**src/rtl/core/lpc_pkg.sv**
```systemverilog
package lpc_pkg;

    localparam int ANGLE_W     = 16;
    localparam int DIST_W      = 18;
    localparam int COORD_W     = 19;
    localparam int TDATA_IN_W  = 40;
    localparam int TDATA_OUT_W = 40;

    // CORDIC datapath: 12 guard bits on top of the Q2 distance
    localparam int GUARD_BITS  = 12;
    localparam int STEPS       = 30;
    localparam int CW          = 33;
    localparam int ZW          = 33;

    // 1 / CORDIC gain in Q32
    localparam logic [31:0] INV_GAIN_Q32 = 32'h9B74_EDA8;
    localparam int          COORD_LIMIT  = 262143;

    localparam logic [1:0] QUAD_0 = 2'd0;
    localparam logic [1:0] QUAD_1 = 2'd1;
    localparam logic [1:0] QUAD_2 = 2'd2;
    localparam logic [1:0] QUAD_3 = 2'd3;

    // atan(2^-i) in units of 2^-32 turn
    localparam logic [31:0] ATAN_TURN32 [STEPS] = '{
        32'h2000_0000, 32'h12E4_051E, 32'h09FB_385B, 32'h0511_11D4, 32'h028B_0D43,
        32'h0145_D7E1, 32'h00A2_F61E, 32'h0051_7C55, 32'h0028_BE53, 32'h0014_5F2F,
        32'h000A_2F98, 32'h0005_17CC, 32'h0002_8BE6, 32'h0001_45F3, 32'h0000_A2FA,
        32'h0000_517D, 32'h0000_28BE, 32'h0000_145F, 32'h0000_0A30, 32'h0000_0518,
        32'h0000_028C, 32'h0000_0146, 32'h0000_00A3, 32'h0000_0051, 32'h0000_0029,
        32'h0000_0014, 32'h0000_000A, 32'h0000_0005, 32'h0000_0003, 32'h0000_0001
    };

    typedef struct packed {
        logic signed [CW-1:0] x;
        logic signed [CW-1:0] y;
        logic signed [ZW-1:0] z;
        logic [1:0]           quad;
    } t_cordic;

endpackage

```
**src/rtl/core/lpc_output.sv**
```systemverilog
module lpc_output
    import lpc_pkg::*;
#(
    parameter int COORD_FRAC_BITS = 2
)
(
    input  logic                      i_clk,
    input  logic                      i_rst_n,
    input  logic                      i_valid,
    output logic                      o_ready,
    input  t_cordic                   i_data,
    output logic                      o_valid,
    input  logic                      i_ready,
    output logic signed [COORD_W-1:0] o_x,
    output logic signed [COORD_W-1:0] o_y
);

    localparam int SH = GUARD_BITS + 2 - COORD_FRAC_BITS;
    localparam logic [CW:0] HALF = {{CW{1'b0}}, 1'b1} << (SH - 1);
    localparam logic signed [CW:0] LIM = (CW + 1)'(COORD_LIMIT);

    logic                      r_valid;
    logic signed [COORD_W-1:0] r_x;
    logic signed [COORD_W-1:0] r_y;
    logic signed [CW-1:0]      ox;
    logic signed [CW-1:0]      oy;

    // round half up to the output scale, then saturate
    function automatic logic signed [COORD_W-1:0] to_field(input logic signed [CW-1:0] v);
        logic signed [CW:0] sum;
        logic signed [CW:0] sv;
        logic signed [CW:0] cl;
        sum = $signed({v[CW-1], v}) + $signed(HALF);
        sv  = sum >>> SH;
        if (sv > LIM) cl = LIM;
        else if (sv < -LIM) cl = -LIM;
        else cl = sv;
        return cl[COORD_W-1:0];
    endfunction

    // rotate the first-quadrant result back into its quadrant
    always_comb begin
        unique case (i_data.quad)
            QUAD_0: begin ox = i_data.x;  oy = i_data.y;  end
            QUAD_1: begin ox = -i_data.y; oy = i_data.x;  end
            QUAD_2: begin ox = -i_data.x; oy = -i_data.y; end
            QUAD_3: begin ox = i_data.y;  oy = -i_data.x; end
            default: begin ox = i_data.x; oy = i_data.y;  end
        endcase
    end

    assign o_ready = !r_valid || i_ready;

    always_ff @(posedge i_clk) begin
        if (!i_rst_n) begin
            r_valid <= 1'b0;
        end else if (o_ready) begin
            r_valid <= i_valid;
        end
    end

    always_ff @(posedge i_clk) begin
        if (i_valid && o_ready) begin
            r_x <= to_field(ox);
            r_y <= to_field(oy);
        end
    end

    assign o_valid = r_valid;
    assign o_x     = r_x;
    assign o_y     = r_y;

endmodule

```
**config.mk**
```make
export PLATFORM = sky130hd
export DESIGN_NAME = lpc_output
export DESIGN_NICKNAME = d
export VERILOG_FILES = /design/src/rtl/core/lpc_pkg.sv /design/src/rtl/core/lpc_output.sv
export SDC_FILE = /design/constraint.sdc
export NUM_CORES = 1
export LEC_CHECK = 0
export BUFFER_PORTS_ARGS = -buffer_cell sky130_fd_sc_hd__buf_2
export CAP_MARGIN = 30
export CORE_ASPECT_RATIO = 1.25
export CORE_MARGIN = 5
export CORE_UTILIZATION = 41
export CTS_BUF_LIST = sky130_fd_sc_hd__clkbuf_16
export CTS_CLUSTER_DIAMETER = 40
export DETAILED_ROUTE_END_ITERATION = 16
export PLACE_DENSITY = 0.75
export SLEW_MARGIN = 40
export SYNTH_ARGS = -nofsm -noshare
export SYNTH_HDL_FRONTEND = slang
export SYNTH_SLANG_ARGS = --single-unit
```
**constraint.sdc**
```tcl
create_clock -name i_clk -period 4.17 [get_ports i_clk]
set_clock_uncertainty 0.15 [all_clocks]
set_input_delay 0.2085 -clock i_clk [delete_from_list [all_inputs] [get_ports i_clk]]
set_output_delay 0.2085 -clock i_clk [all_outputs]
set_load 0.01 [all_outputs]
```
==> flow_metrics.tcl <==
set metrics [dict create \
    result_of_the_run "complete, no violations" \
    setup_viol_count_final 0 \
    clkSlewWorstSetupHoldPaths_ns 0.06 \
    drive_gt1_frac 0.332 \
    post_drt_via_cell_ratio 6.34 \
    holdWs_ns 0.0310 \
    mappedNetlistNets 832 \
    syn_to_final_growth_pct 27.7 \
    yosysSeqAreaShare 0.201 \
    timing_max_transition_violations_final 0 \
    cts.hold.buffers_added 0 \
    synthesis.yosys.warnings 0 \
    power-per-cell-area_nw_per_um2 217 \
    min-delay-path-class "input port to flop" \
    syn-cell-area_um2 5790 \
    max_cap_violations 0 \
    detail_route.wirelength_um 19900 \
    timing.slew.headroom 0.569 \
    leakage_power_figure_nw 2.82 \
    pre_cts_ws_ns -0.193 \
    final_core_utilization 0.535 \
    synthesis.instances 725 \
    placementRows 48 \
    die_height_um 143 \
    number_of_flops_mapped_to_enable_cells_by_yosys 38 \
    postPlaceCellArea_um2 7210 \
    worst_setup_path_start_kind "input port" \
    nets 1017 \
    clk-insertion-delay-late_ns 0.28 \
    max-clock-path-buffers 2 \
    worst_pin_slew_ns 0.647 \
    detailed_route_wire_length_per_cell_um 18.2 \
    gp_congestion 0.974 \
    cp-end-kind "flop" \
    grt_antenna_before_repair 1 \
    globalRouteOverflowTotal 0 \
    tritoncts.num_buffers 5 \
    nFillCells 1377 \
    critical_path_peak_fanout 12 \
    most-common-layout-cells "111 x sky130_fd_sc_hd__buf_2, 111 x sky130_fd_sc_hd__buf_4, 58 x sky130_fd_sc_hd__nand2_1, 55 x sky130_fd_sc_hd__nor2_1, 41 x sky130_fd_sc_hd__o21ai_0" \
    layoutNonFillerInstCount 1088 \
    most_common_flop_cell_mapped_by_yosys "sky130_fd_sc_hd__edfxtp_1" \
    post-route-period-util 0.946 \
    num_vias 6896 \
    hold_violations 0 \
    cts.sinks 39 \
    synth_cell_types 97 \
    avgSynthCellArea_um2 7.98 \
    critPathArrivalTime_ns 3.84 \
    tritoncts "built" \
    min_period_ns 3.95 \
    grt_use_total 0.233 \
    netlist.top_cell.by_area "sky130_fd_sc_hd__edfxtp_1" \
    detail-route-antenna-nets 0 \
    clock_root_buffer "sky130_fd_sc_hd__clkbuf_16" \
    rsz0062_at_grt "no" \
    drc 0 \
    max_freq_mhz 253 \
    post-layout-total-power_mw 1.60 \
    asr_flop_ratio_synth 0 \
    placeable_core_area_um2 13800 \
    cts.htree.levels 2 \
    drt_iter0_drc 597 \
    power.ir.vdd_worst_v 0.000191 \
    synth_top_cells_by_area "sky130_fd_sc_hd__edfxtp_1 20%, sky130_fd_sc_hd__xnor2_1 3.9%, sky130_fd_sc_hd__nand2_1 3.8%, sky130_fd_sc_hd__nor2_1 3.6%, sky130_fd_sc_hd__o21ai_0 3.5%" \
    port-buffer-count 111 \
    worstPathRequired_ns 4.06 \
    dieWidth_um 116 \
    netlist.area_leader.share 0.197 \
    postSynthRegisterBits 39 \
    setup_slack_after_layout_ns 0.223 \
    grt_start_max_net_pins 39 \
    setup_total_negative_slack_ns 0 \
    grt_pass1_wl_um 31300 \
    drt-pass1-iter-count 5 \
    grt_pass1_vias 6527 \
    place_inst 1077 \
    final_cell_area_um2 7390 \
    boundaryPins 145 \
    setup.worst_path.class "input port to flop" \
    hpwlAfterDp_um 15700 \
    die_area_um2 16600 \
    start_util 0.419 \
]
flip-flops by register name (all words and copies together), names as in the netlist:
name,count
o_y,19
o_valid,1
o_x,19
power by group:
part / internal, mW / switching [mW] / leakage, nW
clock network: 0.215 / 0.151 / 0.0776
registers: 0.490 / 0.00877 / 0.368
logic: 0.316 / 0.422 / 2.37
total: 1.02 / 0.582 / 2.82
synth_stat cells (8+ instances only):
cell                       instances
sky130_fd_sc_hd__or4_1             8
sky130_fd_sc_hd__o211ai_1         11
sky130_fd_sc_hd__inv_1            16
sky130_fd_sc_hd__a211oi_1          9
sky130_fd_sc_hd__or3_1            13
sky130_fd_sc_hd__nand2_1          58
sky130_fd_sc_hd__and3_1            8
sky130_fd_sc_hd__buf_2            12
sky130_fd_sc_hd__edfxtp_1         38
sky130_fd_sc_hd__mux2i_1          20
sky130_fd_sc_hd__a21oi_2          11
sky130_fd_sc_hd__xnor2_1          26
sky130_fd_sc_hd__a21oi_1          30
sky130_fd_sc_hd__nand2b_1         11
sky130_fd_sc_hd__o22ai_1          15
sky130_fd_sc_hd__nor2_1           55
sky130_fd_sc_hd__o21ai_0          41
sky130_fd_sc_hd__nor4_1           10
sky130_fd_sc_hd__or2_2            11
sky130_fd_sc_hd__nor4_4            8
sky130_fd_sc_hd__a31oi_1          13
sky130_fd_sc_hd__nand3_1          39
sky130_fd_sc_hd__nor2b_1           9
sky130_fd_sc_hd__nor3_1           28
sky130_fd_sc_hd__o21ai_1           8
sky130_fd_sc_hd__clkbuf_1         26
sky130_fd_sc_hd__o31ai_1           9
sky130_fd_sc_hd__nand4_1          11
sky130_fd_sc_hd__a32o_1            8
sky130_fd_sc_hd__xor2_1           13
kinds of logic (layout without fill, tap and decap cells):
group | count (synthesis) | count (layout) | synth area share
simple gates | 316 | 316 | 0.332
compound gates | 234 | 234 | 0.296
buf+inv | 65 | 251 | 0.0500
xor+xnor | 39 | 39 | 0.0590
flops | 39 | 39 | 0.201
mux | 30 | 30 | 0.0580
fa+ha+maj | 2 | 2 | 0.00432
other cells | 0 | 2 | 0
repair_timing:
item | 4_1_cts | 5_1_grt
gates resized for setup | 0 | 3
hold endpoints to repair | 0 | 0
buffers inserted | 0 | 1
setup endpoints to repair | 0 | 13
worst max-delay path, stage by stage:
cell                       delay (ns)
sky130_fd_sc_hd__buf_2           0.12
sky130_fd_sc_hd__nor4_4          0.31
sky130_fd_sc_hd__nand4_2         0.32
sky130_fd_sc_hd__or4_1           0.64
sky130_fd_sc_hd__a31oi_1         0.19
sky130_fd_sc_hd__o211ai_1        0.20
sky130_fd_sc_hd__nor4_4          0.43
sky130_fd_sc_hd__nand4_4         0.13
sky130_fd_sc_hd__or3_1           0.37
sky130_fd_sc_hd__o31ai_2         0.27
sky130_fd_sc_hd__o21a_1          0.26
sky130_fd_sc_hd__o21bai_4        0.17
sky130_fd_sc_hd__buf_12          0.16
sky130_fd_sc_hd__a21oi_1         0.05
path summary, 6_finish.rpt:
kind	cells after the start	from	end	slack [ns]
worst min-delay path	2	i_rst_n	o_valid$_SDFFE_PN0N_	0.03
worst max register to register	2	o_valid$_SDFFE_PN0N_	o_x[13]$_SDFFCE_PN1P_	2.76
worst max-delay path	14	i_data[77]	o_x[2]$_SDFFCE_PN1P_	0.22
worst min register to register	2	o_valid$_SDFFE_PN0N_	o_valid$_SDFFE_PN0N_	0.39
layout make-up:
cell class	instances	area [µm²]	area share
antenna	2	5.00	0.000678
clock buffer	5	125	0.0169
clock inverter	3	11.3	0.00152
inverter	18	67.6	0.00915
multi-input combinational	621	4350	0.589
sequential	39	1160	0.157
tap	175	219	0.0296
timing repair buffer	225	1450	0.196
routing by layer:
metal	wire length, µm	vias up	GRT usage
met4	911	0	0.120
met5	0	-	0
li1	-	3228	-
met1	7630	3221	0.287
met3	1700	71	0.0288
met2	9620	376	0.397
Note: power is estimated with default switching activity, not from simulation.
