`config.mk`:
```
export PLATFORM = sky130hd
export DESIGN_NAME = lpc_gain
export DESIGN_NICKNAME = d
export VERILOG_FILES = /design/src/rtl/core/lpc_pkg.sv /design/src/rtl/core/lpc_gain.sv
export SDC_FILE = /design/constraint.sdc
export NUM_CORES = 1
export LEC_CHECK = 0
export BUFFER_PORTS_ARGS = -buffer_cell sky130_fd_sc_hd__buf_2
export CORE_ASPECT_RATIO = 2
export CORE_UTILIZATION = 50
export CTS_CLUSTER_DIAMETER = 100
export DETAILED_ROUTE_END_ITERATION = 10
export PLACE_DENSITY = 0.67
export SYNTH_ARGS = -nofsm -noshare
export SYNTH_HDL_FRONTEND = slang
export SYNTH_SLANG_ARGS = --single-unit
```
`constraint.sdc`:
```
create_clock -name i_clk -period 9.35 [get_ports i_clk]
set_input_delay 1.87 -clock i_clk [delete_from_list [all_inputs] [get_ports i_clk]]
set_output_delay 1.87 -clock i_clk [all_outputs]
set_load 0.03 [all_outputs]
```
`src/rtl/core/lpc_pkg.sv`:
```
package lpc_pkg;

    localparam int ANGLE_W     = 16;
    localparam int DIST_W      = 18;
    localparam int COORD_W     = 19;
    localparam int TDATA_IN_W  = 40;
    localparam int TDATA_OUT_W = 40;

    // CORDIC datapath: 12 guard bits on top of the Q2 distance
    localparam int GUARD_BITS  = 12;
    localparam int STEPS       = 30;
    localparam int CW          = 33;
    localparam int ZW          = 33;

    // 1 / CORDIC gain in Q32
    localparam logic [31:0] INV_GAIN_Q32 = 32'h9B74_EDA8;
    localparam int          COORD_LIMIT  = 262143;

    localparam logic [1:0] QUAD_0 = 2'd0;
    localparam logic [1:0] QUAD_1 = 2'd1;
    localparam logic [1:0] QUAD_2 = 2'd2;
    localparam logic [1:0] QUAD_3 = 2'd3;

    // atan(2^-i) in units of 2^-32 turn
    localparam logic [31:0] ATAN_TURN32 [STEPS] = '{
        32'h2000_0000, 32'h12E4_051E, 32'h09FB_385B, 32'h0511_11D4, 32'h028B_0D43,
        32'h0145_D7E1, 32'h00A2_F61E, 32'h0051_7C55, 32'h0028_BE53, 32'h0014_5F2F,
        32'h000A_2F98, 32'h0005_17CC, 32'h0002_8BE6, 32'h0001_45F3, 32'h0000_A2FA,
        32'h0000_517D, 32'h0000_28BE, 32'h0000_145F, 32'h0000_0A30, 32'h0000_0518,
        32'h0000_028C, 32'h0000_0146, 32'h0000_00A3, 32'h0000_0051, 32'h0000_0029,
        32'h0000_0014, 32'h0000_000A, 32'h0000_0005, 32'h0000_0003, 32'h0000_0001
    };

    typedef struct packed {
        logic signed [CW-1:0] x;
        logic signed [CW-1:0] y;
        logic signed [ZW-1:0] z;
        logic [1:0]           quad;
    } t_cordic;

endpackage

```
`src/rtl/core/lpc_gain.sv`:
```
module lpc_gain
    import lpc_pkg::*;
(
    input  logic                i_clk,
    input  logic                i_rst_n,
    input  logic                i_valid,
    output logic                o_ready,
    input  logic [ANGLE_W-1:0]  i_angle,
    input  logic [DIST_W-1:0]   i_dist,
    output logic                o_valid,
    input  logic                i_ready,
    output t_cordic             o_data
);

    logic               r_in_valid;
    logic [ANGLE_W-1:0] r_angle;
    logic [DIST_W-1:0]  r_dist;
    logic               r_valid;
    t_cordic            r_data;

    logic               mul_ready;
    logic [29:0]        dist_sh;
    logic [61:0]        prod;
    logic [62:0]        rsum;
    t_cordic            n_data;

    assign mul_ready = !r_valid || i_ready;
    assign o_ready   = !r_in_valid || mul_ready;

    // scale by the inverse gain, round half up
    always_comb begin
        dist_sh     = {r_dist, {GUARD_BITS{1'b0}}};
        prod        = 62'(dist_sh) * 62'(INV_GAIN_Q32);
        rsum        = {1'b0, prod} + 63'h0_8000_0000;
        n_data.x    = $signed({2'b00, rsum[62:32]});
        n_data.y    = '0;
        n_data.z    = $signed({3'b000, r_angle[13:0], 16'h0000});
        n_data.quad = r_angle[15:14];
    end

    always_ff @(posedge i_clk) begin
        if (!i_rst_n) begin
            r_in_valid <= 1'b0;
            r_valid    <= 1'b0;
        end else begin
            if (o_ready) r_in_valid <= i_valid;
            if (mul_ready) r_valid <= r_in_valid;
        end
    end

    always_ff @(posedge i_clk) begin
        if (i_valid && o_ready) begin
            r_angle <= i_angle;
            r_dist  <= i_dist;
        end
        if (r_in_valid && mul_ready) r_data <= n_data;
    end

    assign o_valid = r_valid;
    assign o_data  = r_data;

endmodule

```
==> out/results.ini, run 1 <==
[status]
status=complete, no violations

[flow_run]
cap_violations=0

[layout]
area_delta_synth_final_pct=6.83
stdcell_count=1688
drive_above_1_share=0.0954
fill_cells=2379
n_antenna_cell=0
nNetsFinal=1754
fin_util=0.547

[worst_setup_path]
cp_cell_sequence=ha_1 > inv_1 > fa_1 > fa_1 > inv_1 > fa_1 > fa_1 > inv_1 > fa_1 > inv_1 > ha_1 > nand2_1 > o21ai_1 > a21o_1 > nor4_1 > a311oi_1 > and3_1 > nand3_1 > or4_1 > nor4_4 > xor2_1
r2r_cells=21
start_kind=flop
cp-end-kind=flop
worst_path_max_delay_cell=or4_1
critPathMaxStageDelay_ns=0.77
worstPathMaxFanout=8
r2r_start=r_dist[12]$_DFFE_PP_
critical_path_class=reg2reg
crit_top_cell=fa_1
cp_data_required_time_ns=9.46
arrival_ns=8.39
critPathLaunch=r_dist[12]$_DFFE_PP_

[drt]
vias=8812
routedWlPerCell_um=20.6
viasPerCell=5.22
first_pass_iters=5
first_iter_violations=359
wl_mm=34.8
drc=0
postRouteAntennaNets=0

[logic_synthesis]
synth_top_area_cell=fa_1
synth.most_common_cell=inv_1
synth_common_cells=350 x inv_1, 211 x fa_1, 158 x ha_1
synth_edf_count=81
syn_inst=1263
synth-seq-cells=83
syn_avg_cell_area_sq_um=10.2
synth_top_area_share=0.327
synth_cell_types=71
yosys_warnings=0
synthFlopType=edfxtp_1
yosys-top-cells-area=fa_1 33%, edfxtp_1 19%, ha_1 15%
synth_area_sq_mm=0.0129
ys_seq_area_frac=0.191
async_reset_ff_frac=0

[clock_tree]
path_clk_slew_ns=0.07
cts-root-buf=clkbuf_16
clk_path_buf_depth=2
h-tree-depth=3
cts_tree=done
post_cts_buffers=0
cts_resized=0
worstSkewPairLatency_ns=0.37
holdBufCountCts=0
cts-buffers-inserted=9
clock-sinks=83

[placed_design]
port_buffers=86
place_inst=1672
gp_congestion=0.963
place_hpwl_mm=31.1

[die]
start_util=0.512
dieWidth_um=116
num_rows=82
ioPinCount=141
die_y_um=229
coreArea_sq_mm=0.0252
die_area_sq_mm=0.0265

[global_route]
grt.total_usage=0.292
grt_max_degree=48
grt_pass1_vias=9906
grt_pass1_wl_mm=55.3
grt_overflow_total=0
grt_antenna_before_repair=0

[worst_hold_path]
holdPathStages=0
min_path_type=reg2reg
min_from=r_angle[9]$_DFFE_PP_

[timing]
tns_ns=0
hold_slack_ns=0.424
hold_viol=0
final-max-slew-violation-count=0
max_slew.worst_pin.slew_ns=0.972
rsz0062_at_grt=no
finalCriticalPeriod_ns=8.28
slew_headroom=0.352
setup_viol=0
fmax_mhz=121
finalCritPeriodShare=0.886
fin_skew_ns=0.0129

area by class of cell:
| cell class | count | area (sq um) | area share |
|---|---|---|---|
| Tap cell | 336 | 420 | 0.0304 |
| Multi-Input combinational cell | 814 | 8860 | 0.642 |
| Clock inverter | 7 | 66.3 | 0.00480 |
| Sequential cell | 83 | 2470 | 0.179 |
| Timing Repair Buffer | 89 | 453 | 0.0328 |
| Clock buffer | 9 | 225 | 0.0163 |
| Inverter | 350 | 1310 | 0.0951 |
layout by cell type, fill, tap and decap left out, drive strengths merged, types with 5 or more instances in the layout:
master / instances
a21o: 11
a21oi: 43
and2: 5
and3: 8
and4: 7
buf: 89
clkbuf: 9
conb: 54
edfxtp: 81
fa: 211
ha: 158
inv: 355
nand2: 50
nand3: 14
nand4: 12
nor2: 46
nor2b: 5
nor3: 18
nor4: 8
o211ai: 7
o21a: 7
o21ai: 26
or2: 9
xnor2: 32
xor2: 18
logic make-up (layout without fill, tap and decap cells):
| logic type | count (synthesis) | count (layout) | share of synthesized area |
|---|---|---|---|
| flip-flops | 83 | 83 | 0.191 |
| XOR/XNOR | 50 | 50 | 0.0339 |
| AND/OR/NAND/NOR | 203 | 203 | 0.0827 |
| AO/OA/AOI/OAI | 138 | 138 | 0.0728 |
| buffers and inverters | 419 | 455 | 0.139 |
| adder cells (fa/ha/maj) | 369 | 369 | 0.480 |
| other | 1 | 54 | 0.000290 |
stage by stage:
step                cell area, sq um  setup slack, ns
floorplan                      13100             2.34
global placement               13500             1.18
CTS                            13800             1.11
finish                         13800             1.07
global route                   13800            0.717
detailed placement             13500             1.15
critical path, delay by kind of cell, from the launching register on:
family,cells,cell delay [ns]
adders and majority gates,7,3.85
and+or+nand+nor,6,1.73
AOI/OAI and AO/OA,3,1.32
DFF,1,0.64
buffers and inverters,4,0.36
xor gates and xnor gates,1,0.10
layer usage:
metal | GRT usage | up-vias | part of all wire
met4 | 0.179 | 0 | 0.069
li1 | - | 4074 | -
met3 | 0.0336 | 87 | 0.031
met5 | 0 | - | 0
met1 | 0.295 | 4379 | 0.33
met2 | 0.552 | 272 | 0.57
final timing paths:
| path | to | slack (ns) |
|---|---|---|
| max reg2reg | o_data[88]$_DFFE_PP_ | 1.07 |
| max | o_data[88]$_DFFE_PP_ | 1.07 |
| min | o_data[27]$_DFFE_PP_ | 0.42 |
| min reg2reg | o_data[27]$_DFFE_PP_ | 0.42 |
state kept, by name, summed over array words and instances, names as in the netlist:
signal,flops
o_data,47
r_dist,18
o_valid,1
r_in_valid,1
r_angle,16
Power of run 1 is left out: the tool's default activity adds up to more than one toggle a clock period on the data nets, which glitch-free logic cannot reach.
==> run 2: changes to the inputs <==
Settings changed: REMOVE_ABC_BUFFERS set to 1.
Clock period 9.35 ns to 9.61 ns, I/O delays scaled along.
==> out/results.ini, run 2 (synthesized netlist as in run 1, its figures left out) <==
[status]
status=complete, no violations

[layout]
nNetsFinal=1752
multi_input_area_sq_mm=0.00886
area_delta_synth_final_pct=6.72
finish.instance_area_sq_mm=0.0138
final_common_cell=inv_1
drive_above_1_share=0.0941
layout_common_cells=350 x inv_1, 211 x fa_1, 158 x ha_1
largest_register_ffs=47
fill_cells=2346
regArea_sq_mm=0.00247
n_antenna_cell=0

[placed_design]
pre_cts_slack_ns=1.43
dpl_cell_area_sq_mm=0.0135
port_buffers=86
place_hpwl_mm=31.5
gp_congestion=0.994

[die]
ioPinCount=141
die_y_um=229
dieWidth_um=116
num_rows=82
die_area_sq_mm=0.0265
start_util=0.512
coreArea_sq_mm=0.0252

[clock_tree]
clock-sinks=83
post_cts_buffers=0
path_clk_slew_ns=0.07
cts_tree=done
worstSkewPairLatency_ns=0.37
cts-buffers-inserted=9
cts_resized=0
clk_path_buf_depth=2
h-tree-depth=3
holdBufCountCts=0
cts-root-buf=clkbuf_16

[drt]
drc=0
first_iter_violations=453
first_pass_iters=5
vias=8840
routedWlPerCell_um=21.0
viasPerCell=5.24
wl_mm=35.3
postRouteAntennaNets=0

[global_route]
grt_pass1_vias=9934
grt.total_usage=0.297
grt_antenna_before_repair=0
grt_max_degree=48
grt_pass1_wl_mm=56.1
grt_overflow_total=0

[flow_run]
cap_violations=0

[timing]
slew_headroom=0.317
setup_viol=0
max_slew.worst_pin.slew_ns=1.02
finalCriticalPeriod_ns=8.25
tns_ns=0
fmax_mhz=121
hold_viol=0
fin_skew_ns=0.0132
worst_slack_ns=1.36
final-max-slew-violation-count=0
rsz0062_at_grt=no
finalCritPeriodShare=0.859

[worst_setup_path]
arrival_ns=8.35
r2r_cells=21
cp-end-kind=flop
reg2reg_slack_ns=1.36
worstReg2RegEnd=o_data[88]$_DFFE_PP_
r2r_start=r_dist[12]$_DFFE_PP_
cp_data_required_time_ns=9.71
critical_path_class=reg2reg
worstPathMaxFanout=8
start_kind=flop

[worst_hold_path]
min_path_type=reg2reg
holdPathStages=0
min_from=r_angle[4]$_DFFE_PP_
hold_end=o_data[22]$_DFFE_PP_

-- run 2: cell types whose count changed in the layout (fill, tap and decap cells not counted) --
cell / delta
buf_4: -2
-- run 2: area by class of cell --
cell class / instances / area share
clock buffers: 9 / 0.0163
clock inverters: 7 / 0.00481
inverters: 350 / 0.0952
multi-input cells: 814 / 0.642
flip-flops and latches: 83 / 0.179
well taps: 336 / 0.0305
repair buffers: 87 / 0.0317
-- run 2: worst max path at each step --
stage                     slack, ns                   end                  from
final                          1.36  o_data[88]$_DFFE_PP_  r_dist[12]$_DFFE_PP_
after global routing           1.00  o_data[88]$_DFFE_PP_   r_dist[9]$_DFFE_PP_
after CTS                      1.38  o_data[88]$_DFFE_PP_  r_dist[12]$_DFFE_PP_
after detailed placement       1.43  o_data[88]$_DFFE_PP_  r_dist[12]$_DFFE_PP_
after global placement         1.48  o_data[88]$_DFFE_PP_   r_dist[9]$_DFFE_PP_
after floorplan                2.58  o_data[88]$_DFFE_PP_  r_dist[12]$_DFFE_PP_
-- run 2: per-stage QoR --
step | hold WS (ns) | utilization | instances
floorplan | 0.400 | - | 1247
global placement | 0.401 | 0.535 | 1670
detailed placement | 0.405 | 0.535 | 1670
CTS | 0.429 | 0.547 | 1686
global route | 0.431 | 0.547 | 1686
finish | 0.429 | 0.547 | 1686
-- run 2: per-layer routing --
| layer | global-route usage | share of wire |
|---|---|---|
| met1 | 0.301 | 0.33 |
| met2 | 0.552 | 0.56 |
| met3 | 0.0288 | 0.029 |
| met4 | 0.208 | 0.080 |
| met5 | 0 | 0 |
-- run 2: critical path: stages, from the launching register on --
cell and delay [ns]:
edfxtp_1 0.55, ha_1 0.46, inv_1 0.17, fa_1 0.63, fa_1 0.60, inv_1 0.07
fa_1 0.53, fa_1 0.56, inv_1 0.06, fa_1 0.57, inv_1 0.06, ha_1 0.46
nand2_1 0.11, o21ai_1 0.55, a21o_1 0.25, nor4_1 0.06, a311oi_1 0.63, and3_1 0.32
nand3_1 0.26, or4_1 0.76, nor4_4 0.20, xor2_1 0.11
Power of run 2 is left out for the same reason.
==> run 3: changes to the inputs <==
Settings changed: ABC_AREA set to 1, PLACE_DENSITY 0.67 to 0.66.
==> out/results.ini, run 3 <==
[clock_tree]
cts-buffers-inserted=9
clk_path_buf_depth=2
cts-root-buf=clkbuf_16
holdBufCountCts=0
post_cts_buffers=0
cts_tree=done
path_clk_slew_ns=0.08
cts_resized=0
clock-sinks=83
h-tree-depth=3
worstSkewPairLatency_ns=0.39

[die]
die_area_sq_mm=0.0298
die_y_um=243
coreArea_sq_mm=0.0284
num_rows=87
ioPinCount=141
start_util=0.511
dieWidth_um=123

[timing]
hold_slack_ns=0.417
max_slew.worst_pin.slew_ns=0.707
rsz0062_at_grt=no
final-max-slew-violation-count=0
finalCriticalPeriod_ns=7.41
tns_ns=0
setup_viol=0
slew_headroom=0.528
fmax_mhz=135
finalCritPeriodShare=0.771
fin_skew_ns=0.0218
hold_viol=0

[drt]
first_pass_iters=6
drc=0
routedWlPerCell_um=21.2
postRouteAntennaNets=0
vias=11300
wl_mm=46.8
first_iter_violations=669
viasPerCell=5.10

[status]
status=complete, no violations

[logic_synthesis]
synth_top_area_share=0.291
synth_edf_count=81
ys_seq_area_frac=0.170
synth_top_area_cell=fa_1
synth_cell_types=39
syn_avg_cell_area_sq_um=8.31
syn_inst=1748
yosys_warnings=0
synthFlopType=edfxtp_1
synth_common_cells=524 x inv_1, 355 x nand2_1, 211 x fa_1
synth-seq-cells=83
async_reset_ff_frac=0
synth.most_common_cell=inv_1
synth_area_sq_mm=0.0145
yosys-top-cells-area=fa_1 29%, edfxtp_1 17%, ha_1 14%

[flow_run]
cap_violations=0

[worst_setup_path]
crit_buf_inv=5
worst_path_max_delay_cell=edfxtp_1
cp_data_required_time_ns=9.75
cp-end-kind=flop
reg2reg_slack_ns=2.20
worstReg2RegEnd=o_data[93]$_DFFE_PP_
critical_path_class=reg2reg
r2r_cells=26
arrival_ns=7.55
critPathTopFamily=adder cells
worstPathMaxFanout=8
r2r_start=r_dist[7]$_DFFE_PP_
critPathMaxStageDelay_ns=0.81
start_kind=flop

[worst_hold_path]
min_path_type=reg2reg
min_from=r_angle[13]$_DFFE_PP_
holdPathStages=0
hold_end=o_data[31]$_DFFE_PP_

[global_route]
grt_pass1_wl_mm=70.8
grt_max_degree=48
grt_pass1_vias=12300
grt_antenna_before_repair=0
grt_overflow_total=0
grt.total_usage=0.341

[placed_design]
gp_congestion=1.02
place_hpwl_mm=40.7
place_inst=2191
port_buffers=86

[layout]
stdcell_count=2207
nNetsFinal=2253
largest_register_ffs=47
multi_input_area_sq_mm=0.00984
area_delta_synth_final_pct=6.87
regArea_sq_mm=0.00247
fill_cells=2769
fin_util=0.546
drive_above_1_share=0.117
n_antenna_cell=0
layout_common_cells=523 x inv_1, 355 x nand2_1, 211 x fa_1
final_common_cell=inv_1

==> run 3: changes by cell type after synthesis, sizes merged, moves of 10 or more <==
| cell | previous run | this run |
|---|---|---|
| buf | 65 | 54 |
| nand4 | 12 | 31 |
| a21oi | 43 | 30 |
| xnor2 | 32 | 5 |
| nand2 | 50 | 392 |
| nand3 | 14 | 65 |
| a21o | 11 | 1 |
| nor2 | 46 | 123 |
| o21ai | 26 | 9 |
| inv | 350 | 535 |
==> run 3: cells by family after synthesis <==
| family | count (synthesis) | share of synthesized area |
|---|---|---|
| AND/OR/NAND/NOR | 636 | 0.204 |
| buffers and inverters | 590 | 0.166 |
| adder cells (fa/ha/maj) | 369 | 0.427 |
| flip-flops | 83 | 0.170 |
| AO/OA/AOI/OAI | 52 | 0.0220 |
| XOR/XNOR | 17 | 0.0103 |
| other | 1 | 0.000258 |
==> run 3: stage by stage <==
step | setup slack [ns] | cell area, sq um
global placement | 2.20 | 15200
floorplan | 3.76 | 14300
detailed placement | 2.26 | 15200
CTS | 2.21 | 15500
finish | 2.20 | 15500
global route | 1.90 | 15500
==> run 3: layout make-up <==
class,instances,area share
Clock buffer,9,0.0145
Multi-Input combinational cell,1128,0.634
Inverter,536,0.130
Sequential cell,83,0.159
Clock inverter,7,0.00492
Tap cell,356,0.0287
Timing Repair Buffer,88,0.0287
==> run 3: worst max-delay path by stage <==
stage	startpoint	endpoint	slack (ns)	cells past startpoint
floorplan	r_dist[12]$_DFFE_PP_	o_data[96]$_DFFE_PP_	3.76	25
global placement	r_dist[7]$_DFFE_PP_	o_data[93]$_DFFE_PP_	2.20	26
detailed placement	r_dist[7]$_DFFE_PP_	o_data[93]$_DFFE_PP_	2.26	26
CTS	r_dist[7]$_DFFE_PP_	o_data[93]$_DFFE_PP_	2.21	26
global route	r_dist[7]$_DFFE_PP_	o_data[93]$_DFFE_PP_	1.90	26
finish	r_dist[7]$_DFFE_PP_	o_data[93]$_DFFE_PP_	2.20	26
==> run 3: per-layer routing <==
layer  vias up  GRT usage  share of wire
met3       194     0.0461          0.035
met5         -          0              0
met4         0      0.321           0.12
met2       414      0.621           0.54
met1      5371      0.311           0.31
li1       5286          -              -
Power of run 3 is left out for the same reason.
