--- config.mk ---
export PLATFORM = sky130hd
export DESIGN_NAME = lpc_cordic_stage
export DESIGN_NICKNAME = d
export VERILOG_FILES = /design/src/rtl/core/lpc_pkg.sv /design/src/rtl/core/lpc_cordic_stage.sv
export SDC_FILE = /design/constraint.sdc
export NUM_CORES = 1
export LEC_CHECK = 0
export BUFFER_PORTS_ARGS = -buffer_cell sky130_fd_sc_hd__buf_2
export CORE_MARGIN = 3
export CORE_UTILIZATION = 60
export CTS_CLUSTER_DIAMETER = 120
export CTS_CLUSTER_SIZE = 25
export DETAILED_ROUTE_END_ITERATION = 8
export PLACE_DENSITY = 0.89
export SLEW_MARGIN = 20
export SYNTH_ARGS = -nofsm -noshare
export SYNTH_HDL_FRONTEND = slang
export SYNTH_SLANG_ARGS = --single-unit
export TNS_END_PERCENT = 100
--- constraint.sdc ---
create_clock -name i_clk -period 4.55 [get_ports i_clk]
set_input_delay 0.2275 -clock i_clk [delete_from_list [all_inputs] [get_ports i_clk]]
set_output_delay 0.2275 -clock i_clk [all_outputs]
set_load 0.02 [all_outputs]
--- src/rtl/core/lpc_pkg.sv ---
package lpc_pkg;

    localparam int ANGLE_W     = 16;
    localparam int DIST_W      = 18;
    localparam int COORD_W     = 19;
    localparam int TDATA_IN_W  = 40;
    localparam int TDATA_OUT_W = 40;

    // CORDIC datapath: 12 guard bits on top of the Q2 distance
    localparam int GUARD_BITS  = 12;
    localparam int STEPS       = 30;
    localparam int CW          = 33;
    localparam int ZW          = 33;

    // 1 / CORDIC gain in Q32
    localparam logic [31:0] INV_GAIN_Q32 = 32'h9B74_EDA8;
    localparam int          COORD_LIMIT  = 262143;

    localparam logic [1:0] QUAD_0 = 2'd0;
    localparam logic [1:0] QUAD_1 = 2'd1;
    localparam logic [1:0] QUAD_2 = 2'd2;
    localparam logic [1:0] QUAD_3 = 2'd3;

    // atan(2^-i) in units of 2^-32 turn
    localparam logic [31:0] ATAN_TURN32 [STEPS] = '{
        32'h2000_0000, 32'h12E4_051E, 32'h09FB_385B, 32'h0511_11D4, 32'h028B_0D43,
        32'h0145_D7E1, 32'h00A2_F61E, 32'h0051_7C55, 32'h0028_BE53, 32'h0014_5F2F,
        32'h000A_2F98, 32'h0005_17CC, 32'h0002_8BE6, 32'h0001_45F3, 32'h0000_A2FA,
        32'h0000_517D, 32'h0000_28BE, 32'h0000_145F, 32'h0000_0A30, 32'h0000_0518,
        32'h0000_028C, 32'h0000_0146, 32'h0000_00A3, 32'h0000_0051, 32'h0000_0029,
        32'h0000_0014, 32'h0000_000A, 32'h0000_0005, 32'h0000_0003, 32'h0000_0001
    };

    typedef struct packed {
        logic signed [CW-1:0] x;
        logic signed [CW-1:0] y;
        logic signed [ZW-1:0] z;
        logic [1:0]           quad;
    } t_cordic;

endpackage

--- src/rtl/core/lpc_cordic_stage.sv ---
module lpc_cordic_stage
    import lpc_pkg::*;
#(
    parameter int STAGE = 0
)
(
    input  logic    i_clk,
    input  logic    i_rst_n,
    input  logic    i_valid,
    output logic    o_ready,
    input  t_cordic i_data,
    output logic    o_valid,
    input  logic    i_ready,
    output t_cordic o_data
);

    logic                 r_valid;
    t_cordic              r_data;
    t_cordic              n_data;
    logic signed [CW-1:0] dx;
    logic signed [CW-1:0] dy;
    logic signed [ZW-1:0] at;

    assign o_ready = !r_valid || i_ready;

    // one micro-rotation; arithmetic shifts floor toward minus infinity
    always_comb begin
        dx          = i_data.y >>> STAGE;
        dy          = i_data.x >>> STAGE;
        at          = $signed({1'b0, ATAN_TURN32[STAGE]});
        n_data.quad = i_data.quad;
        if (!i_data.z[ZW-1]) begin
            n_data.x = i_data.x - dx;
            n_data.y = i_data.y + dy;
            n_data.z = i_data.z - at;
        end else begin
            n_data.x = i_data.x + dx;
            n_data.y = i_data.y - dy;
            n_data.z = i_data.z + at;
        end
    end

    always_ff @(posedge i_clk) begin
        if (!i_rst_n) begin
            r_valid <= 1'b0;
        end else if (o_ready) begin
            r_valid <= i_valid;
        end
    end

    always_ff @(posedge i_clk) begin
        if (i_valid && o_ready) r_data <= n_data;
    end

    assign o_valid = r_valid;
    assign o_data  = r_data;

endmodule

==> results.sh, run 1 <==
export IMPL_outcome="finished, final reports clean"
export IMPL_report_final_setup_viol=0
export IMPL_vias=8248
export IMPL_cp_end_kind="flop"
export IMPL_cp_max_fo=12
export IMPL_critical_path_class="in -> reg"
export IMPL_yosysSeqAreaShare_pct=34.5
export IMPL_yosysTopAreaCell="edfxtp_1"
export IMPL_final_max_slew_viol_count=0
export IMPL_first_pass_iters=6
export IMPL_final_layout_size_suffix_gt1_share_pct=22.2
export IMPL_clk_latency_ps=350
export IMPL_hpwl_um=20700
export IMPL_synthSimpleGateAreaFrac_pct=13.2
export IMPL_cts_sinks=101
export IMPL_root_buffer="clkbuf_16"
export IMPL_synth_area_leaders="edfxtp_1 34%, ha_1 14%, a21oi_1 6.1%, xnor2_1 5.8%, inv_1 4.3%"
export IMPL_synth_edff_count=100
export IMPL_p_leak_nw=4.58
export IMPL_ys_flop_type="edfxtp_1"
export IMPL_pin_count=208
export IMPL_final_cell_mix="207 x buf_2, 107 x a21oi_1, 100 x inv_1, 100 x edfxtp_1, 98 x ha_1"
export IMPL_powerDensity_nw_per_um2=316
export IMPL_drt_iter0_drc=984
export IMPL_ant_nets=0
export IMPL_cts_setup_buffers=0
export IMPL_fin_nets=1353
export IMPL_portBuffers=207
export IMPL_numCtsBuffers=9
export IMPL_htreeDepth=3
export IMPL_synth_top_family_by_area="compound AO/OA/AOI/OAI gates"
export IMPL_synthCells=970
export IMPL_cts_resized=0
export IMPL_rows=43
export IMPL_track_usage_pct=31.2
export IMPL_cp_required_ps=4640
export IMPL_period_minus_slack_ps=3170
export IMPL_use_met1_pct=43.4
export IMPL_vdd_drop_max_mv=0.227
export IMPL_synth_compound_area_share_pct=22.5
export IMPL_rsz0062_at_grt="no"
export IMPL_power_total_mw=3.21
export IMPL_worstRegToRegCells=3
export IMPL_busiest_layer="met2"
export IMPL_final_hold_violation_count=0
export IMPL_overflow=0
export IMPL_final_common_cell="buf_2"
export IMPL_yosysTopAreaCellShare_pct=34.3
export IMPL_core_um2=14100
export IMPL_postSynthAreaPerCell_um2=9.03
export IMPL_async_flop_share_pct=0
export IMPL_min_path_cells=1
export IMPL_fmax_ghz=0.316
export IMPL_diodes=0
export IMPL_post_layout_nonfiller_instances=1331
export IMPL_place_inst=1315
export IMPL_cts_tree="yes"
export IMPL_antenna_found_initial=0
export IMPL_dieWidth_um=127
export IMPL_syn_num_nets=1177
export IMPL_synth_ff_latch_count=101
export IMPL_final_setup_tns_ps=0
export IMPL_synth_area_um2=8760
export IMPL_grt_max_degree=71
export IMPL_fillCellCount=1123
export IMPL_synth_fa_ha_area_share_pct=14.9
export IMPL_drc=0
export IMPL_skew_ps=6.10
export IMPL_clockBufferDepth=2
export IMPL_die_area_um2=16100
export IMPL_tightestPinTransition_ps=902
export IMPL_ys_warn_count=0
export IMPL_ctsHoldBuffers=0
export IMPL_post_synth_num_cell_types=77
export IMPL_hold_path_class="in -> reg"
export IMPL_avgViaCountPerCell=6.20
export IMPL_critPathLaunchType="input port"
export IMPL_start_util_pct=62.1
export IMPL_synthMuxAreaShare_pct=1.49
export IMPL_maxCapViolations=0
export IMPL_globalplace_congestion=0.980
export IMPL_synth_xor_area_share_pct=6.40
export IMPL_area_growth_synth_to_final_pct=16.0
export IMPL_path_clk_slew_ps=70
export IMPL_finalCritPeriodShare_pct=69.6
export IMPL_slew_headroom_pct=39.9
export IMPL_grtUsageMet3_pct=6.06
export IMPL_avgRoutedWirePerCell_um=19.8
export IMPL_grt_pass1_vias=7446
export IMPL_grt_pass1_wl_um=40100
export IMPL_die_h_um=127
export IMPL_grt_util_met2_pct=50.0
export IMPL_arrival_ps=3260
export IMPL_drt_total_wl_um=26300
Yosys cell counts, types with 13 or more instances:
cell,number
xnor2_1,58
nor2_1,92
nor2b_1,13
buf_2,13
nor3_1,18
inv_1,100
clkbuf_1,19
o21ai_1,16
nand2_1,47
mux2i_1,13
o21bai_1,16
a21oi_1,107
edfxtp_1,100
ha_1,98
o21ai_0,46
a21o_1,18
nand3_1,14
through the flow:
stage                     instance area [um^2]  hold slack [ps]  setup WS [ps]  utilization (%)
after floorplan                           8760              326           1110                -
after global placement                    9840              404           1180             69.8
after detailed placement                  9840              406           1110             69.8
after CTS                                10200             50.7           1450             72.1
after global routing                     10200             40.1           1220             72.1
final                                    10200             56.7           1380             72.1
worst max-delay path, cell delays in order:
cell and delay [ps]:
buf_2 100, inv_1 40, ha_1 490, and2_4 250, a221oi_2 270, nand2_1 160, a221oi_2 480, o41ai_1 190
a41oi_1 450, a21oi_1 140, a2111oi_2 210, nor2_1 100, xor2_1 140
final timing paths:
path               from          end  slack, ps
max          i_data[40]  o_data[100]       1380
min          i_data[18]   o_data[18]         60
max reg2reg     o_valid   o_data[47]       2460
min reg2reg     o_valid      o_valid        590
flip-flops by register name, summed over array words and instances, names as in the netlist:
signal   flops
o_valid      1
o_data     100
cell families (layout without fill, tap and decap cells):
kind of cell | Yosys count | in the layout
adder cells (fa/ha/maj) | 102 | 102
AND/OR/NAND/NOR | 242 | 242
buffers and inverters | 152 | 333
XOR/XNOR | 64 | 64
flip-flops | 101 | 101
multiplexers | 13 | 13
AO/OA/AOI/OAI | 296 | 296
routing by layer:
metal  part of all wire (%)  wire (um)
met5                      0          0
met4                    2.6        675
met3                     11       2970
met2                     46      12000
met1                     40      10600
report_power, final:
| part | leakage (nW) | internal, mW | switching, mW |
|---|---|---|---|
| logic | 3.45 | 0.405 | 0.756 |
| clock network | 0.151 | 0.487 | 0.353 |
| registers | 0.976 | 1.17 | 0.0327 |
| total | 4.58 | 2.06 | 1.14 |
cell type report:
cell class / count / area [um^2] / share of cell area, %
multi-input cells: 717 / 5130 / 50.5
flip-flops and latches: 101 / 3020 / 29.8
repair buffers: 210 / 1060 / 10.4
inverters: 107 / 402 / 3.95
clock buffers: 10 / 229 / 2.25
well taps: 180 / 225 / 2.22
clock inverters: 6 / 95.1 / 0.936
Note: power is estimated with default switching activity, not from simulation.
==> run 2: changes to the inputs <==
Settings changed: CORE_UTILIZATION 60 to 50, PLACE_DENSITY 0.89 to 0.79.
Clock period 4.55 ns to 2.9 ns, I/O delays scaled along.
==> results.sh, run 2 (same netlist as run 1, synthesis figures left out) <==
export IMPL_path_clk_slew_ps=80
export IMPL_critical_path_class="in -> reg"
export IMPL_cp_required_ps=3000
export IMPL_die_area_um2=19100
export IMPL_crit_buf_inv=3
export IMPL_r2r_setup_slack_ps=1340
export IMPL_root_buffer="clkbuf_16"
export IMPL_cts_sinks=101
export IMPL_final_max_slew_viol_count=0
export IMPL_critPathTopFamily="compound AO/OA/AOI/OAI gates"
export IMPL_largest_reg_flops=100
export IMPL_critPathMaxStageDelay_ps=410
export IMPL_p_sw_mw=1.89
export IMPL_p_seq_share_pct=36.2
export IMPL_maxCapViolations=0
export IMPL_fin_nets=1520
export IMPL_vias=8560
export IMPL_p_int_mw=3.31
export IMPL_start_util_pct=51.9
export IMPL_drc=0
export IMPL_min_to="o_valid"
export IMPL_switching_share_pct=36.4
export IMPL_skew_ps=12.6
export IMPL_final_layout_size_suffix_gt1_share_pct=29.9
export IMPL_rsz0062_at_grt="no"
export IMPL_pin_count=208
export IMPL_avgRoutedWirePerCell_um=18.1
export IMPL_path_depth=15
export IMPL_avgViaCountPerCell=5.56
export IMPL_dieWidth_um=138
export IMPL_portBuffers=207
export IMPL_overflow=0
export IMPL_clockPowerShare_pct=23.3
export IMPL_period_minus_slack_ps=2750
export IMPL_final_setup_tns_ps=0
export IMPL_min_path_cells=2
export IMPL_ant_nets=0
export IMPL_slew_headroom_pct=35.0
export IMPL_holdWs_ps=59.8
export IMPL_cp_cell_sequence="buf_2 -> inv_1 -> ha_1 -> fa_1 -> nor2b_1 -> o21ai_1 -> a41oi_1 -> a21boi_2 -> buf_4 -> o21ai_1 -> nand3_1 -> and3_1 -> o2111ai_1 -> nand3_1 -> xnor2_1"
export IMPL_die_h_um=138
export IMPL_core_um2=16900
export IMPL_globalplace_congestion=1.01
export IMPL_fmax_ghz=0.364
export IMPL_track_usage_pct=27.9
export IMPL_rows=47
export IMPL_worstRegToRegCells=3
export IMPL_grt_util_met2_pct=44.1
export IMPL_r2r_start="o_valid"
export IMPL_reg2reg_to="o_data[73]"
export IMPL_cts_tree="yes"
export IMPL_finalCritPeriodShare_pct=94.7
export IMPL_hold_path_class="in -> reg"
export IMPL_numCtsBuffers=9
export IMPL_hpwl_um=22700
export IMPL_use_met1_pct=40.7
export IMPL_area_growth_synth_to_final_pct=31.9
export IMPL_htreeDepth=3
export IMPL_grt_max_degree=92
export IMPL_grtUsageMet3_pct=4.18
export IMPL_vdd_drop_max_mv=0.370
export IMPL_clockBufferDepth=2
export IMPL_tightestPinTransition_ps=975
export IMPL_clk_latency_ps=350
export IMPL_cp_max_fo=3
export IMPL_hp_start="i_rst_n"
export IMPL_busiest_layer="met2"
export IMPL_drt_iter0_drc=786
export IMPL_powerDensity_nw_per_um2=450
export IMPL_grt_pass1_wl_um=43700
export IMPL_first_pass_iters=5
export IMPL_final_cell_mix="207 x buf_2, 138 x buf_4, 107 x a21oi_1, 100 x inv_1, 100 x edfxtp_1"
export IMPL_share_comb_of_total_power_pct=40.4
export IMPL_fillCellCount=1352
export IMPL_p_leak_nw=5.37
export IMPL_cts_setup_buffers=0
export IMPL_final_hold_violation_count=0
export IMPL_outcome="finished, final reports clean"
export IMPL_report_final_setup_viol=0
export IMPL_antenna_found_initial=0
export IMPL_crit_slowest_cell="fa_1"
export IMPL_final_common_cell="buf_2"
export IMPL_critPathLaunchType="input port"
export IMPL_cp_end_kind="flop"
export IMPL_drt_total_wl_um=27800
export IMPL_grt_pass1_vias=8256
export IMPL_arrival_ps=2850
## run 2: changes by cell type in the layout (fill, tap and decap cells not counted), moves of 2 or more
cell	previous run	this run
inv_8	1	3
clkinvlp_4	2	0
bufinv_16	2	0
buf_4	3	138
dlygate4sd3_1	0	31
## run 2: worst max path at each step
stage	from	to	slack, ps
3_3_place_gp	i_data[35]	o_data[67]	-150
4_1_cts	i_data[40]	o_data[99]	160
2_1_floorplan	i_data[39]	o_data[66]	280
5_1_grt	i_data[40]	o_data[100]	20
6_report	i_data[35]	o_data[67]	150
3_5_place_dp	i_data[40]	o_data[99]	-210
## run 2: layer usage
metal,vias to the layer above,share of wire (%)
met3,34,9.1
li1,4121,-
met2,436,45
met5,-,0
met4,0,1.6
met1,3969,45
## run 2: area by class of cell
cell class	instances	area, um^2	share of cell area [%]
Clock inverter	7	76.3	0.661
Timing Repair Buffer	377	2400	20.8
Multi-Input combinational cell	717	5140	44.5
Sequential cell	101	3020	26.2
Inverter	107	402	3.48
Clock buffer	9	225	1.95
Antenna cell	1	2.50	0.0217
Tap cell	220	275	2.38
## run 2: power by group through the flow
stage	sequential, mW	clock, mW	combinational (mW)
final	1.88	1.21	2.10
after global routing	1.90	1.30	2.26
after CTS	1.88	1.23	2.07
after detailed placement	1.92	0	2.03
after global placement	1.91	0	2.00
after floorplan	2.12	0	1.01
## run 2: repair_timing
item                                   CTS  global route
setup endpoints to repair                0             5
hold buffers                            30             1
resized for setup                        0             2
endpoints found under the hold margin   30             1
## run 2: stage by stage
stage / util, % / worst slack (ps) / total power, mW / std cells / cell area (um^2)
global placement: 64.7 / -154 / 3.91 / 1491 / 10900
detailed placement: 64.7 / -205 / 3.94 / 1491 / 10900
CTS: 68.3 / 158 / 5.18 / 1537 / 11500
floorplan: - / 280 / 3.13 / 970 / 8760
finish: 68.4 / 154 / 5.20 / 1539 / 11500
global route: 68.4 / 18.5 / 5.46 / 1538 / 11500
==> run 3: changes to the inputs <==
Settings changed: CORE_UTILIZATION 50 to 47, MAX_ROUTING_LAYER from default to met4, PLACE_DENSITY 0.79 to 0.75.
==> results.sh, run 3 (same netlist as run 1, synthesis figures left out) <==
export IMPL_largest_reg_flops=100
export IMPL_fin_nets=1508
export IMPL_cp_max_fo=4
export IMPL_grt_pass1_wl_um=41600
export IMPL_diodes=0
export IMPL_tightestPinTransition_ps=544
export IMPL_die_area_um2=20300
export IMPL_numCtsBuffers=9
export IMPL_final_common_cell="buf_2"
export IMPL_cp_required_ps=2990
export IMPL_final_max_slew_viol_count=0
export IMPL_core_um2=18100
export IMPL_hpwl_um=21800
export IMPL_die_h_um=143
export IMPL_grt_pass1_vias=7905
export IMPL_placed_area_um2=10900
export IMPL_power_total_mw=5.11
export IMPL_multi_input_area_um2=5150
export IMPL_rsz0062_at_grt="no"
export IMPL_cts_sinks=101
export IMPL_root_buffer="clkbuf_16"
export IMPL_first_pass_iters=6
export IMPL_seq_area_um2=3020
export IMPL_avgRoutedWirePerCell_um=17.6
export IMPL_cp_end_kind="flop"
export IMPL_track_usage_pct=26.4
export IMPL_clk_latency_ps=340
export IMPL_avgViaCountPerCell=5.56
export IMPL_fin_ws_ps=189
export IMPL_skew_ps=9.32
export IMPL_final_cell_mix="207 x buf_2, 127 x buf_4, 107 x a21oi_1, 100 x inv_1, 100 x edfxtp_1"
export IMPL_pin_count=208
export IMPL_drt_iter0_drc=731
export IMPL_vias=8531
export IMPL_globalplace_congestion=0.969
export IMPL_fmax_ghz=0.369
export IMPL_p_leak_nw=5.32
export IMPL_place_inst=1491
export IMPL_post_layout_nonfiller_instances=1535
export IMPL_powerDensity_nw_per_um2=446
export IMPL_critPathLaunchType="input port"
export IMPL_drc=0
export IMPL_drt_total_wl_um=27000
export IMPL_critical_path_class="in -> reg"
export IMPL_final_layout_size_suffix_gt1_share_pct=29.6
export IMPL_htreeDepth=3
export IMPL_antenna_found_initial=0
export IMPL_fillCellCount=1551
export IMPL_overflow=0
export IMPL_dpl_worst_slack_ps=-285
export IMPL_final_setup_tns_ps=0
export IMPL_start_util_pct=48.3
export IMPL_dieWidth_um=143
export IMPL_arrival_ps=2800
export IMPL_rows=49
export IMPL_holdWs_ps=25.1
export IMPL_portBuffers=207
export IMPL_path_clk_slew_ps=80
export IMPL_vdd_drop_max_mv=0.323
export IMPL_clockBufferDepth=2
export IMPL_cts_tree="yes"
export IMPL_grt_max_degree=92
export IMPL_maxCapViolations=0
export IMPL_final_area_um2=11500
export IMPL_final_hold_violation_count=0
export IMPL_finalCritPeriodShare_pct=93.5
export IMPL_post_route_util_pct=63.2
export IMPL_report_final_setup_viol=0
export IMPL_cts_setup_buffers=0
export IMPL_slew_headroom_pct=63.7
export IMPL_area_growth_synth_to_final_pct=31.1
export IMPL_ant_nets=0
export IMPL_period_minus_slack_ps=2710
export IMPL_hold_path_class="in -> reg"
export IMPL_outcome="finished, final reports clean"
run 3: path summary, 6_finish.rpt:
path                            cells past startpoint        from  slack (ps)    endpoint
worst min-delay path                                1  i_data[12]          30  o_data[12]
worst max-delay path                               13  i_data[39]         190  o_data[66]
worst max register to register                      3     o_valid        1350  o_data[97]
worst min register to register                      2     o_valid         550     o_valid
run 3: power breakdown:
group / switching, mW / internal (mW) / total, mW
registers: 0.0466 / 1.84 / 1.88
clock network: 0.560 / 0.595 / 1.15
logic: 1.23 / 0.849 / 2.08
run 3: worst max-delay path, cell delays in order:
cell and delay (ps):
buf_2 90, inv_1 40, ha_1 330, and2_4 190
a221oi_4 320, a21oi_2 130, o21ai_2 200, a31oi_2 160
a221oi_2 350, o21ai_1 190, a2111oi_2 410, a211oi_1 100
xor2_1 150
run 3: final cells by class:
type                            count  area share [%]
Clock buffer                        9            1.96
Tap cell                          229            2.50
Inverter                          107            3.50
Timing Repair Buffer              365            20.3
Multi-Input combinational cell    717            44.9
Clock inverter                      7           0.491
Sequential cell                   101            26.3
run 3: per-layer routing:
metal  global-route usage [%]  vias to the layer above  wire [um]
li1                         -                     4099          -
met1                     38.2                     3975      12200
met2                     39.3                      430      11700
met3                     3.56                       27       2660
met4                     6.00                        0        478
met5                        -                        -          0
run 3: what timing repair did:
| action | 4_1_cts | 5_1_grt |
|---|---|---|
| resized for setup | 0 | 4 |
| hold buffers | 27 | 1 |
| setup endpoints to repair | 0 | 7 |
| hold endpoints to repair | 27 | 1 |
